`src/rtl/core/utf8d_pkg.sv`:
```
// ----------------------------------------------------------------------------
// utf8d_pkg
// shared types and codes of the utf-8 sequence decoder
// ----------------------------------------------------------------------------
package utf8d_pkg;

   localparam int unsigned CP_WIDTH  = 21;
   localparam int unsigned LEN_WIDTH = 3;
   localparam int unsigned ERR_WIDTH = 3;

   // tag of a continuation byte in its top two bits
   localparam logic [1:0] CONT_TAG = 2'b10;

   typedef enum logic [ERR_WIDTH-1:0] {
      ERR_OK        = 3'd0,
      ERR_OVERLONG  = 3'd1,
      ERR_BAD_START = 3'd2,
      ERR_BAD_BYTE2 = 3'd3,
      ERR_BAD_BYTE3 = 3'd4,
      ERR_BAD_BYTE4 = 3'd5
   } err_type;

   // first stage: length, masked lead payload, continuation payloads and tags
   typedef struct packed {
      logic [LEN_WIDTH-1:0] len;
      logic [6:0]           lead;
      logic [5:0]           pay2;
      logic [5:0]           pay3;
      logic [5:0]           pay4;
      logic [2:0]           cont_ok;   // bytes 4,3,2
   } s1_type;

   // second stage: assembled value with the checks still open
   typedef struct packed {
      logic [LEN_WIDTH-1:0] len;
      logic [CP_WIDTH-1:0]  cp;
      logic [2:0]           cont_ok;
   } s2_type;

   typedef struct packed {
      logic [CP_WIDTH-1:0]  cp;
      logic [LEN_WIDTH-1:0] len;
      err_type              err;
   } rsp_type;

endpackage

```
`src/rtl/core/utf8_sequence_decoder.sv`:
```
// ----------------------------------------------------------------------------
// utf8_sequence_decoder
// an input transfer passes the decode, assemble and check registers in turn
// to the rsp port; throughput: one sequence per cycle while rsp_ready holds,
// set by the three register stages, each taking a new item when the next moves
// reset: synchronous, clears the stage valid bits only; nothing else is held
// decodes one utf-8 sequence of up to four bytes into a code point, the
// length and an error code
// ----------------------------------------------------------------------------
module utf8_sequence_decoder (
   input  logic                                clock,
   input  logic                                reset,
   input  logic                                req_valid,
   output logic                                req_ready,
   input  logic [7:0]                          req_first_byte,
   input  logic [7:0]                          req_second_byte,
   input  logic [7:0]                          req_third_byte,
   input  logic [7:0]                          req_fourth_byte,
   output logic                                rsp_valid,
   input  logic                                rsp_ready,
   output logic [utf8d_pkg::CP_WIDTH-1:0]      rsp_code_point,
   output logic [utf8d_pkg::LEN_WIDTH-1:0]     rsp_seq_length,
   output logic [utf8d_pkg::ERR_WIDTH-1:0]     rsp_error_code
);
   import utf8d_pkg::*;

   // stage registers, valid bits travel alongside the data
   s1_type  s1_ff, s1_in;
   logic    s1_v_ff;
   s2_type  s2_ff, s2_in;
   logic    s2_v_ff;
   rsp_type out_ff, out_in;
   logic    out_v_ff;

   // per-stage advance: a stage takes new data when empty or when it moves on
   logic out_ready;
   logic s2_ready;
   logic s1_ready;

   assign out_ready = !out_v_ff || rsp_ready;
   assign s2_ready  = !s2_v_ff  || out_ready;
   assign s1_ready  = !s1_v_ff  || s2_ready;
   assign req_ready = s1_ready;

   // stage one: length lookup, lead mask and continuation tags
   utf8d_front u_front (
      .first_byte  (req_first_byte),
      .second_byte (req_second_byte),
      .third_byte  (req_third_byte),
      .fourth_byte (req_fourth_byte),
      .decoded     (s1_in)
   );

   // stage two: join the payload bits into the value by length
   always_comb begin
      s2_in.len     = s1_ff.len;
      s2_in.cont_ok = s1_ff.cont_ok;
      case (s1_ff.len)
         3'd1:    s2_in.cp = {14'd0, s1_ff.lead};
         3'd2:    s2_in.cp = {10'd0, s1_ff.lead[4:0], s1_ff.pay2};
         3'd3:    s2_in.cp = {5'd0, s1_ff.lead[3:0], s1_ff.pay2, s1_ff.pay3};
         3'd4:    s2_in.cp = {s1_ff.lead[2:0], s1_ff.pay2, s1_ff.pay3, s1_ff.pay4};
         default: s2_in.cp = '0;
      endcase
   end

   // stage three: overlong check and error priority, into the output register
   utf8d_check u_check (
      .assembled (s2_ff),
      .result    (out_in)
   );

   always_ff @(posedge clock) begin
      if (reset) begin
         s1_v_ff  <= 1'b0;
         s2_v_ff  <= 1'b0;
         out_v_ff <= 1'b0;
      end else begin
         if (s1_ready) begin
            s1_v_ff <= req_valid;
         end
         if (s2_ready) begin
            s2_v_ff <= s1_v_ff;
         end
         if (out_ready) begin
            out_v_ff <= s2_v_ff;
         end
      end
   end

   // payload moves with its stage, no reset needed
   always_ff @(posedge clock) begin
      if (s1_ready) begin
         s1_ff <= s1_in;
      end
      if (s2_ready) begin
         s2_ff <= s2_in;
      end
      if (out_ready) begin
         out_ff <= out_in;
      end
   end

   assign rsp_valid      = out_v_ff;
   assign rsp_code_point = out_ff.cp;
   assign rsp_seq_length = out_ff.len;
   assign rsp_error_code = out_ff.err;

   // a full middle stage held back by a stalled output keeps its item
   assert property (@(posedge clock) disable iff (reset)
      s2_v_ff && !s2_ready |=> s2_v_ff)
      else $error("stage two item dropped during a stall");

   // an accepted transfer always lands in the first stage
   assert property (@(posedge clock) disable iff (reset)
      req_valid && req_ready |=> s1_v_ff)
      else $error("accepted transfer not captured");

   // value cleared whenever an error is reported
   assert property (@(posedge clock) disable iff (reset)
      rsp_valid && (rsp_error_code != ERR_OK) |-> (rsp_code_point == '0))
      else $error("code point not cleared on error");

   // zero length goes with a bad start byte and nothing else
   assert property (@(posedge clock) disable iff (reset)
      rsp_valid |-> ((rsp_seq_length == '0) == (rsp_error_code == ERR_BAD_START)))
      else $error("length and bad start code disagree");

endmodule

```
`src/rtl/core/utf8d_front.sv`:
```
// ----------------------------------------------------------------------------
// utf8d_front
// start byte decode, lead masking and continuation tag checks
// ----------------------------------------------------------------------------
module utf8d_front (
   input  logic [7:0]        first_byte,
   input  logic [7:0]        second_byte,
   input  logic [7:0]        third_byte,
   input  logic [7:0]        fourth_byte,
   output utf8d_pkg::s1_type decoded
);
   import utf8d_pkg::*;

   logic [LEN_WIDTH-1:0] len;
   logic [6:0]           mask;

   // length from the top five bits of the start byte
   always_comb begin
      case (first_byte[7:3])
         5'b11000, 5'b11001, 5'b11010, 5'b11011: len = 3'd2;
         5'b11100, 5'b11101:                     len = 3'd3;
         5'b11110:                               len = 3'd4;
         default: begin
            if (first_byte[7] == 1'b0) len = 3'd1;
            else                       len = 3'd0;
         end
      endcase
   end

   always_comb begin
      case (len)
         3'd1:    mask = 7'h7f;
         3'd2:    mask = 7'h1f;
         3'd3:    mask = 7'h0f;
         3'd4:    mask = 7'h07;
         default: mask = 7'h00;
      endcase
   end

   always_comb begin
      decoded.len        = len;
      decoded.lead       = first_byte[6:0] & mask;
      decoded.pay2       = second_byte[5:0];
      decoded.pay3       = third_byte[5:0];
      decoded.pay4       = fourth_byte[5:0];
      decoded.cont_ok[0] = (second_byte[7:6] == CONT_TAG);
      decoded.cont_ok[1] = (third_byte[7:6] == CONT_TAG);
      decoded.cont_ok[2] = (fourth_byte[7:6] == CONT_TAG);
   end

endmodule

```
`src/rtl/core/utf8d_check.sv`:
```
// ----------------------------------------------------------------------------
// utf8d_check
// overlong compare, error priority and clearing of the value on error
// ----------------------------------------------------------------------------
module utf8d_check (
   input  utf8d_pkg::s2_type  assembled,
   output utf8d_pkg::rsp_type result
);
   import utf8d_pkg::*;

   logic [CP_WIDTH-1:0] min_value;
   err_type             err;

   // smallest value that needs this many bytes
   always_comb begin
      case (assembled.len)
         3'd2:    min_value = 21'h000080;
         3'd3:    min_value = 21'h000800;
         3'd4:    min_value = 21'h010000;
         default: min_value = '0;
      endcase
   end

   always_comb begin
      if (assembled.len == 3'd0) begin
         err = ERR_BAD_START;
      end else if (assembled.cp < min_value) begin
         err = ERR_OVERLONG;
      end else if (assembled.len >= 3'd2 && !assembled.cont_ok[0]) begin
         err = ERR_BAD_BYTE2;
      end else if (assembled.len >= 3'd3 && !assembled.cont_ok[1]) begin
         err = ERR_BAD_BYTE3;
      end else if (assembled.len >= 3'd4 && !assembled.cont_ok[2]) begin
         err = ERR_BAD_BYTE4;
      end else begin
         err = ERR_OK;
      end
   end

   always_comb begin
      result.len = assembled.len;
      result.err = err;
      result.cp  = (err == ERR_OK) ? assembled.cp : '0;
   end

endmodule
```
`config.mk`:
```
export PLATFORM = sky130hd
export DESIGN_NAME = utf8_sequence_decoder
export DESIGN_NICKNAME = d
export VERILOG_FILES = /design/src/rtl/core/utf8d_pkg.sv /design/src/rtl/core/utf8_sequence_decoder.sv /design/src/rtl/core/utf8d_front.sv /design/src/rtl/core/utf8d_check.sv
export SDC_FILE = /design/constraint.sdc
export NUM_CORES = 1
export LEC_CHECK = 0
export BUFFER_PORTS_ARGS = -buffer_cell sky130_fd_sc_hd__clkbuf_2
export CORE_AREA = 2 2 108 110
export CTS_CLUSTER_SIZE = 8
export DETAILED_ROUTE_END_ITERATION = 8
export DIE_AREA = 0 0 110 112
export PLACE_DENSITY = 0.52
export SYNTH_ARGS = -nofsm -noshare
export SYNTH_HDL_FRONTEND = slang
export SYNTH_HIERARCHICAL = 1
export SYNTH_SLANG_ARGS = --single-unit
```
`constraint.sdc`:
```
create_clock -name clock -period 4.6 [get_ports clock]
set_clock_uncertainty 0.05 [all_clocks]
set_input_delay 1.15 -clock clock [delete_from_list [all_inputs] [get_ports clock]]
set_output_delay 1.15 -clock clock [all_outputs]
set_load 0.1 [all_outputs]
```
Word level (Yosys, flattened, before mapping)
Cells that the tools add are included.

word-level totals
  register bits = 88
  output and inout port bits = 29
  word-level logic and storage cells = 67

cells by class
  magnitude comparators = 4
  equality and inequality tests = 21
  multiplexer cells = 10
  bitwise gates (word level) = 1
  reduce and logical (&&, ||, !) cells = 16

operator list
  cell                                                                    number
  21-bit case mux with 4 select lines                                     1
  17-bit case mux with 3 select lines                                     1
  5-bit equality test (second input constant)                             7
  7-bit case mux with 4 select lines                                      1
  21-bit by 17-bit less-than comparator with 1-bit output                 1
  3-bit by 2-bit equality test with 1-bit output (second input constant)  6
  3-bit 2-to-1 mux                                                        5
  3-bit equality test (second input constant)                             3
  3-bit case mux with 3 select lines                                      1
  7-bit bitwise AND                                                       1
  2-bit equality test (second input constant)                             3
  3-bit by 1-bit equality test with 1-bit output (second input constant)  2
  3-bit by 2-bit >= comparator with 1-bit output (second input constant)  2
  1-bit logical NOT                                                       6
  3-bit logical NOT                                                       2
  4-bit OR reduction                                                      1
  3-bit >= comparator (second input constant)                             1
  1-bit logical AND                                                       3
  1-bit logical OR                                                        3
  2-bit OR reduction                                                      1
  1-bit 2-to-1 mux                                                        1

Longest topological paths before layout
Gate-level depths: netlist of the first run.

  word-level depth = 8
  mapped depth = 8
  depth with buffers taken out = 7

By module
The synthesis of the first run kept the hierarchy.

modules (own cells, without submodules)
  module                 instances  cells each  area an instance (um^2)
  utf8_sequence_decoder  1          161         3198.1
  utf8d_check            1          56          389.1
  utf8d_front            1          38          252.7

Least setup slack after synthesis of the first run
Ideal clock, no wire load.

  kind = input to output
  start = input port rsp_ready
  end = output port req_ready
  arrival time = 2.976 ns
  required time = 3.400 ns
  setup slack = 0.424 ns
  stages on the path = 1
  path buffers = 0
  path through = nand4b_1

between the ends
  cells in the longest elaborated chain, start to end = 3

RTL lines
  element           RTL line                     RTL
  start, declared   utf8_sequence_decoder.sv:20  input logic rsp_ready,
  1-bit logical OR  utf8_sequence_decoder.sv:40  assign out_ready = !out_v_ff || rsp_ready;
  1-bit logical OR  utf8_sequence_decoder.sv:41  assign s2_ready = !s2_v_ff || out_ready;
  1-bit logical OR  utf8_sequence_decoder.sv:42  assign s1_ready = !s1_v_ff || s2_ready;
  end, declared     utf8_sequence_decoder.sv:14  output logic req_ready,

Every way passes these cells.

Worst setup path after layout of the first run
Ends and elaborated chain as after synthesis.

==> flow_metrics.tcl, run 1 <==
set metrics [dict create \
    outcome "finished, final reports clean" \
    post-route-drc-count 0 \
    setup_viol 0 \
    ant_nets 0 \
    fin_area_sq_um 4400 \
    crit_required_ns 3.40 \
    grt_pass1_vias 2020 \
    clock_sinks 88 \
    critPathMaxFanout 3 \
    clk_pin_slew_ns 0.06 \
    rsz0062_at_grt "false" \
    dr.first_iter.drc_count 122 \
    yosys_warnings 6 \
    cts_root_buffer "clkbuf_16" \
    vias 2093 \
    netlist_instances 255 \
    layout_commonest_cell "edfxtp_1" \
    ys_seq_area_share_pct 68.04 \
    postPlaceCellArea_sq_um 4126 \
    clk_latency_ns 0.34 \
    crit_arrival_ns 1.89 \
    slew_headroom_pct 20.60 \
    worst_pin_slew_ns 1.191 \
    p_leak_nw 1.790 \
    layout_common_cells "85 x edfxtp_1, 64 x clkbuf_2, 26 x and2_1" \
    cts_buffers 9 \
    antennaDiodeCount 0 \
    path_cells "clkbuf_2, nand4b_1, clkbuf_2" \
    globalplace.congestion 0.8212 \
    rows 39 \
    dieWidth_um 110 \
    ir_drop_mv 0.1668 \
    fin_crit_sh_pct 67.23 \
    worstSetupEndpointType "output pin" \
    reg2reg_from "s2_ff[26]" \
    ys_types 47 \
    min_to "s2_ff[2]" \
    via_per_inst 4.661 \
    fin_nets 339 \
    grt.overflow.total 0 \
    p_total_mw 1.838 \
    holdCritPathClass "reg2reg" \
    power.density_nw_per_um2 417.8 \
    layout_setup_ws_ns 1.508 \
    worst_hold_slack_ns 0.3619 \
    area_delta_synth_final_pct 14.60 \
    cp_top_family "buffers and inverters" \
    synth_nets 293 \
    post_synth.cell_area_avg_sq_um 15.06 \
    preCtsSetupSlack_ns 1.502 \
    drtPass1Iterations 4 \
    fillCellCount 1059 \
    port_buffers 64 \
    final-hold-violation-count 0 \
    routed_wl_um 6469 \
    drive_above_1_share_pct 29.08 \
    synth_seq_cells 88 \
    cts_hold_buf 0 \
    wl_per_cell_um 14.41 \
    cts_setup_buffers 0 \
    worstHoldPathCells 0 \
    antenna_found_initial 0 \
    worstHoldStart "s1_ff[2]" \
    max_freq_ghz 0.3234 \
    grt.total_usage_pct 11.21 \
    cp_num_buf_inv 2 \
    slowest_stage "clkbuf_2" \
    grt_pass1_wl_um 10250 \
    r2r_end "rsp_code_point[12]" \
    rrSetupSlack_ns 2.25 \
    coreArea_sq_um 11170 \
    crit_top_cell "clkbuf_2" \
    cap_violations 0 \
    critical_path.max_stage_delay_ns 0.42 \
    setup-tns-final_ns 0 \
    synth_area_sq_um 3840 \
    dp_hpwl_um 4568 \
    grt_max_degree 33 \
    period_minus_slack_ns 3.092 \
    initial_core_util_pct 34.36 \
    die_height_um 112 \
    cts_buffer_depth 2 \
    crit_type "in2out" \
    dieArea_sq_um 12320 \
    timing_max_transition_violations_final 0 \
    r2r_cells 6 \
    ctsResizeCount 0 \
    ios 65 \
    h-tree-depth 3 \
    critPathLaunchType "primary input" \
    tritoncts "built" \
]
## cell usage after synthesis, drive strengths merged
cell type,count,area share [%]
a22o,4,0.91
o221ai,7,1.6
clkbuf,1,0.098
o21a,1,0.20
inv,4,0.39
nor3,1,0.13
a31o,1,0.23
nand2,14,1.4
nand4bb,7,2.1
a211o,4,0.91
mux2i,7,1.8
nand4,2,0.33
nor4bb,7,1.8
edfxtp,85,66
nor3b,2,0.68
nor2b,9,1.5
a32o,1,0.26
and3,3,0.49
ha,2,0.65
or2,2,0.33
dfxtp,3,1.6
o31ai,1,0.55
nor2,4,0.46
nand3b,1,0.20
nand2b,5,0.81
or4,2,0.49
o41ai,1,0.42
and2,26,4.2
buf,30,5.8
nor4,1,0.16
nand4b,1,0.23
a21oi,7,0.91
and3b,1,0.23
o21ai,1,0.13
a21boi,3,0.68
a211oi,1,0.20
nand3,1,0.13
and4bb,1,0.33
a221oi,1,0.23
## per-layer routing
layer  wire length (um)  track usage (%)  vias up
met5                  0                0        -
met4                 89            5.063        0
met3                297            3.220        7
met2               2899            15.87       57
met1               3182            15.87      986
li1                   -                -     1043
## stage by stage
stage	utilization, %	instances
2_1_floorplan	-	255
3_3_place_gp	36.93	433
3_5_place_dp	36.93	433
4_1_cts	39.38	449
5_1_grt	39.38	449
6_report	39.38	449
## power breakdown
| group | switching [mW] | leakage, nW | total [mW] | internal [mW] |
|---|---|---|---|---|
| logic | 0.166 | 0.660 | 0.221 | 0.0541 |
| clock network | 0.296 | 0.126 | 0.664 | 0.368 |
| registers | 0.0289 | 1.00 | 0.954 | 0.925 |
## sequential cells by signal (all words and copies together) (netlist names)
signal / flops
s2_v_ff: 1
rsp_error_code: 3
s1_ff: 31
rsp_valid: 1
rsp_seq_length: 3
rsp_code_point: 21
s1_v_ff: 1
s2_ff: 27
## worst max path at each step
stage,startpoint,to,cells after the start
after floorplan,rsp_ready,req_ready,1
after global placement,rsp_ready,req_ready,3
after detailed placement,rsp_ready,req_ready,3
after CTS,rsp_ready,req_ready,3
after global routing,rsp_ready,req_ready,3
final,rsp_ready,req_ready,3
## cell type report
class / count / area [sq um] / share of cell area, %
Sequential cell: 88 / 2613 / 59.37
Multi-Input combinational cell: 132 / 984.7 / 22.38
Timing Repair Buffer: 66 / 335.3 / 7.620
Clock buffer: 10 / 229.0 / 5.203
Tap cell: 143 / 178.9 / 4.066
Clock inverter: 6 / 45.04 / 1.024
Inverter: 4 / 15.01 / 0.3412
## kinds of logic after synthesis
kind of cell / Yosys count / synth area share [%]
multiplexers: 7 / 1.825
AO/OA/AOI/OAI: 33 / 7.234
AND/OR/NAND/NOR: 90 / 15.93
adder cells (fa/ha/maj): 2 / 0.6516
flip-flops: 88 / 68.04
buffers and inverters: 35 / 6.321
(Power assumes the default switching activity.)
==> inputs of run 2 (changes only) <==
PLACE_DENSITY = 0.54   (was 0.52)
clock period = 2.81 ns   (was 4.6 ns; I/O delays follow)
==> run 2 against run 1 <==
  * Die area did not move
  * Global-route usage fell by 0.18 points
  * Utilization rose by 0.28 points
  * Critical endpoint is now rsp_code_point[6]
  * Sequential power rose by 64%
  * Worst hold slack improved by 0.0081 ns
  * Highest routed layer unchanged
  * Largest cell class unchanged
  * Via count fell by 2.0%
  * Count of clock-buffer cells in the layout rose by 1
  * First-iteration DRC count fell by 45%
  * Non-clock buffer count rose by 1
  * Final cell count did not move
  * Clock power rose by 70%
  * Combinational power rose by 63%
==> flow_metrics.tcl, run 2 (same netlist as run 1, synthesis figures left out) <==
set metrics [dict create \
    r2r_end "rsp_code_point[6]" \
    combPwrFrac_pct 11.8 \
    antennaDiodeCount 0 \
    critPathLaunchType "flop" \
    slew_headroom_pct 35.41 \
    drtPass1Iterations 4 \
    port_buffers 64 \
    grt_pass1_vias 2034 \
    fin_nets 340 \
    dr.first_iter.drc_count 67 \
    post-route-drc-count 0 \
    cts_buffers 9 \
    largest_register_ffs 31 \
    reg2reg_from "s2_ff[26]" \
    cts_root_buffer "clkbuf_16" \
    rows 39 \
    die_height_um 112 \
    crit_type "reg2reg" \
    clockPowerShare_pct 37.0 \
    clk_pin_slew_ns 0.06 \
    layout_commonest_cell "edfxtp_1" \
    cts_setup_buffers 0 \
    largest_register "s1_ff" \
    layout_common_cells "85 x edfxtp_1, 63 x clkbuf_2, 26 x and2_1" \
    rrSetupSlack_ns 0.49 \
    p_leak_nw 1.809 \
    clk_latency_ns 0.33 \
    vias 2052 \
    ant_nets 0 \
    ir_drop_mv 0.3151 \
    grt_max_degree 33 \
    clock_sinks 88 \
    max_freq_ghz 0.4303 \
    period_minus_slack_ns 2.324 \
    power.density_nw_per_um2 688.4 \
    switching_power_uw 768.6 \
    globalplace.congestion 0.8012 \
    worstHoldPathCells 0 \
    worst_pin_slew_ns 0.9688 \
    fin_util_pct 39.66 \
    rsz0062_at_grt "false" \
    routed_wl_um 6456 \
    area_delta_synth_final_pct 15.41 \
    holdCritPathClass "reg2reg" \
    crit_arrival_ns 2.36 \
    h-tree-depth 3 \
    grt.total_usage_pct 11.03 \
    seqPwrFrac_pct 51.2 \
    min_to "s2_ff[1]" \
    cts_buffer_depth 2 \
    crit_required_ns 2.85 \
    layout_setup_ws_ns 0.4863 \
    outcome "finished, final reports clean" \
    timing_max_transition_violations_final 0 \
    initial_core_util_pct 34.36 \
    ctsResizeCount 0 \
    cap_violations 0 \
    via_per_inst 4.570 \
    fin_crit_sh_pct 82.69 \
    wl_per_cell_um 14.38 \
    r2r_cells 6 \
    grt_pass1_wl_um 10210 \
    antenna_found_initial 0 \
    dieWidth_um 110 \
    worstSetupEndpointType "flop" \
    dieArea_sq_um 12320 \
    preCtsSetupSlack_ns 0.4821 \
    tritoncts "built" \
    coreArea_sq_um 11170 \
    critPathMaxFanout 17 \
    p_int_mw 2.282 \
    ios 65 \
    fillCellCount 1054 \
    p_total_mw 3.051 \
    switching_share_pct 25.19 \
    drive_above_1_share_pct 28.76 \
    final-hold-violation-count 0 \
    worstHoldStart "s1_ff[1]" \
    dp_hpwl_um 4589 \
    setup_viol 0 \
    cts_hold_buf 0 \
    grt.overflow.total 0 \
]
## run 2: cell count changes in the layout (fill, tap and decap cells not counted), sizes merged
cell | before | now
buf | 2 | 4
bufinv | 0 | 1
clkinv | 1 | 2
clkinvlp | 3 | 1
inv | 6 | 4
## run 2: power groups by stage
stage	Sequential, mW	Combinational, mW	Clock, mW
after global placement	1.59	0.360	0
after floorplan	1.76	0.129	0
after detailed placement	1.59	0.362	0
final	1.56	0.360	1.13
after CTS	1.56	0.363	1.17
after global routing	1.57	0.379	1.21
## run 2: how the worst max path moves through the flow
stage	slack [ns]	depth (start not counted)	start	endpoint
final	0.49	6	s2_ff[26]	rsp_code_point[6]
after global routing	0.31	7	s2_ff[24]	rsp_code_point[3]
after CTS	0.46	6	s2_ff[26]	rsp_code_point[6]
after detailed placement	0.48	6	s2_ff[26]	rsp_code_point[6]
after global placement	0.51	6	s2_ff[26]	rsp_code_point[9]
after floorplan	-0.75	1	rsp_ready	s1_ff[0]
## run 2: per-stage QoR
step	hold WS [ns]	cell area, sq um	cells	setup TNS, ns
floorplan	0.3503	3844	255	-24.15
global placement	0.3571	4153	434	0
detailed placement	0.3580	4153	434	0
CTS	0.3686	4432	449	0
global route	0.3888	4432	449	0
finish	0.3700	4432	449	0
## run 2: area by class of cell
type                            instances  area [sq um]  share of cell area (%)
Tap cell                              143         178.9                   4.037
Sequential cell                        88          2616                   59.03
Clock buffer                           11         232.7                   5.251
Multi-Input combinational cell        132         984.7                   22.22
Clock inverter                          4         46.29                   1.045
Timing Repair Buffer                   67         357.8                   8.075
Inverter                                4         15.01                  0.3388
## run 2: worst max-delay path: stages (launching register included)
cell,delay (ns)
edfxtp_1,0.51
or2_2,0.34
ha_1,0.26
a21boi_1,0.15
o31ai_4,0.34
a21boi_2,0.21
and2_1,0.21
## run 2: routing by layer
layer | GRT usage, % | routed length, um | vias to the layer above
li1 | - | - | 1041
met1 | 15.17 | 3104 | 955
met2 | 15.87 | 2868 | 50
met3 | 3.747 | 370 | 6
met4 | 4.557 | 113 | 0
met5 | 0 | 0 | -
==> inputs of run 3 (changes only) <==
clock period = 2.02 ns   (was 2.81 ns; I/O delays follow)
==> run 3 against run 2 <==
  * Non-clock buffer count grew 14
  * Wire length grew 2.3%
  * Final cell count grew 3.1%
  * Combinational power grew 56%
  * Sequential share of layout area shrank 2.7 points
  * Worst setup slack lost 0.42 ns
  * Die area is the same
  * Utilization grew 1.9 points
  * Global-route usage grew 0.63 points
==> flow_metrics.tcl, run 3 (same netlist as run 1, synthesis figures left out) <==
set metrics [dict create \
    h-tree-depth 3 \
    globalplace.congestion 0.7760 \
    post-route-drc-count 0 \
    port_buffers 64 \
    crit_required_ns 2.06 \
    cap_violations 0 \
    antennaDiodeCount 0 \
    cts_hold_buf 0 \
    largest_register_ffs 31 \
    drive_above_1_share_pct 34.38 \
    grt.overflow.total 0 \
    fin_nets 354 \
    worst_hold_slack_ns 0.2979 \
    layout_commonest_cell "edfxtp_1" \
    fin_crit_sh_pct 96.52 \
    dieArea_sq_um 12320 \
    setup-tns-final_ns 0 \
    dr.first_iter.drc_count 60 \
    clk_pin_slew_ns 0.06 \
    slowest_stage "or4_4" \
    fin_util_pct 41.60 \
    grt_pass1_wl_um 10830 \
    ios 65 \
    grt_pass1_vias 2146 \
    drtPass1Iterations 4 \
    p_leak_nw 1.928 \
    dp_hpwl_um 4838 \
    slew_headroom_pct 63.83 \
    grt.total_usage_pct 11.66 \
    via_per_inst 4.637 \
    area_delta_synth_final_pct 21.05 \
    routed_wl_um 6602 \
    cts_root_buffer "clkbuf_16" \
    max_freq_ghz 0.5129 \
    crit_type "reg2reg" \
    antenna_found_initial 0 \
    critical_path.max_stage_delay_ns 0.57 \
    cts_buffers 9 \
    tritoncts "built" \
    ir_drop_mv 0.5063 \
    crit_arrival_ns 1.99 \
    worst_pin_slew_ns 0.5448 \
    vias 2147 \
    timing_max_transition_violations_final 0 \
    initial_core_util_pct 34.36 \
    rows 39 \
    cp_top_family "simple AND/OR/NAND/NOR gates" \
    holdCritPathClass "in2reg" \
    dieWidth_um 110 \
    layout_common_cells "85 x edfxtp_1, 63 x clkbuf_2, 26 x and2_1" \
    ant_nets 0 \
    clk_latency_ns 0.33 \
    critPathMaxFanout 3 \
    die_height_um 112 \
    clock_sinks 88 \
    power.density_nw_per_um2 979.9 \
    coreArea_sq_um 11170 \
    critPathLaunchType "flop" \
    cts_buffer_depth 2 \
    largest_register "s1_ff" \
    final-hold-violation-count 0 \
    grt_max_degree 32 \
    outcome "finished, final reports clean" \
    path_cells "or4_4, o31ai_4, buf_4, a21oi_1, o21a_1" \
    worstSetupEndpointType "flop" \
    wl_per_cell_um 14.26 \
    period_minus_slack_ns 1.950 \
    setup_viol 0 \
    cp_num_buf_inv 1 \
    rsz0062_at_grt "true" \
]
[run 3: layout make-up]
cell class / count / area (sq um)
fill: 1029 / 6526
sequential: 88 / 2616
multi-input combinational: 132 / 1026
timing repair buffer: 81 / 479.2
clock buffer: 9 / 225.2
tap: 143 / 178.9
clock inverter: 6 / 107.6
inverter: 4 / 15.01
[run 3: power breakdown]
part	switching, mW	internal [mW]
clock	0.639	1.20
sequential	0.0501	2.11
combinational	0.404	0.157
total	1.09	3.46
[run 3: worst paths after layout]
path / end / slack, ns / start / cells after the start
setup reg to reg: rsp_error_code[1] / 0.07 / s2_ff[18] / 5
setup / recovery: rsp_error_code[1] / 0.07 / s2_ff[18] / 5
hold reg to reg: s2_ff[1] / 0.36 / s1_ff[1] / 0
hold / removal: s1_ff[17] / 0.30 / req_second_byte[2] / 1
[run 3: repair_timing]
item / in CTS / in global routing
gates cloned: 0 / 0
buffers inserted: 1 / 0
resized for setup: 1 / 4
pin swaps: 1 / 2
endpoints found under the setup margin: 10 / 19
[run 3: metrics by stage]
stage / cells / total power [mW] / instance area (sq um) / worst slack, ns
finish: 463 / 4.555 / 4648 / 0.07035
global route: 463 / 4.722 / 4648 / -0.01799
CTS: 463 / 4.608 / 4633 / 0.01427
detailed placement: 447 / 2.752 / 4289 / -0.01057
global placement: 447 / 2.745 / 4289 / 0.03861
floorplan: 255 / 2.638 / 3876 / -1.377
[run 3: routing by layer]
layer	track usage, %	share of wire, %	vias up
li1	-	-	1076
met1	16.01	47	1002
met2	17.06	46	57
met3	3.923	5.4	12
met4	4.388	1.9	0
met5	0	0	-
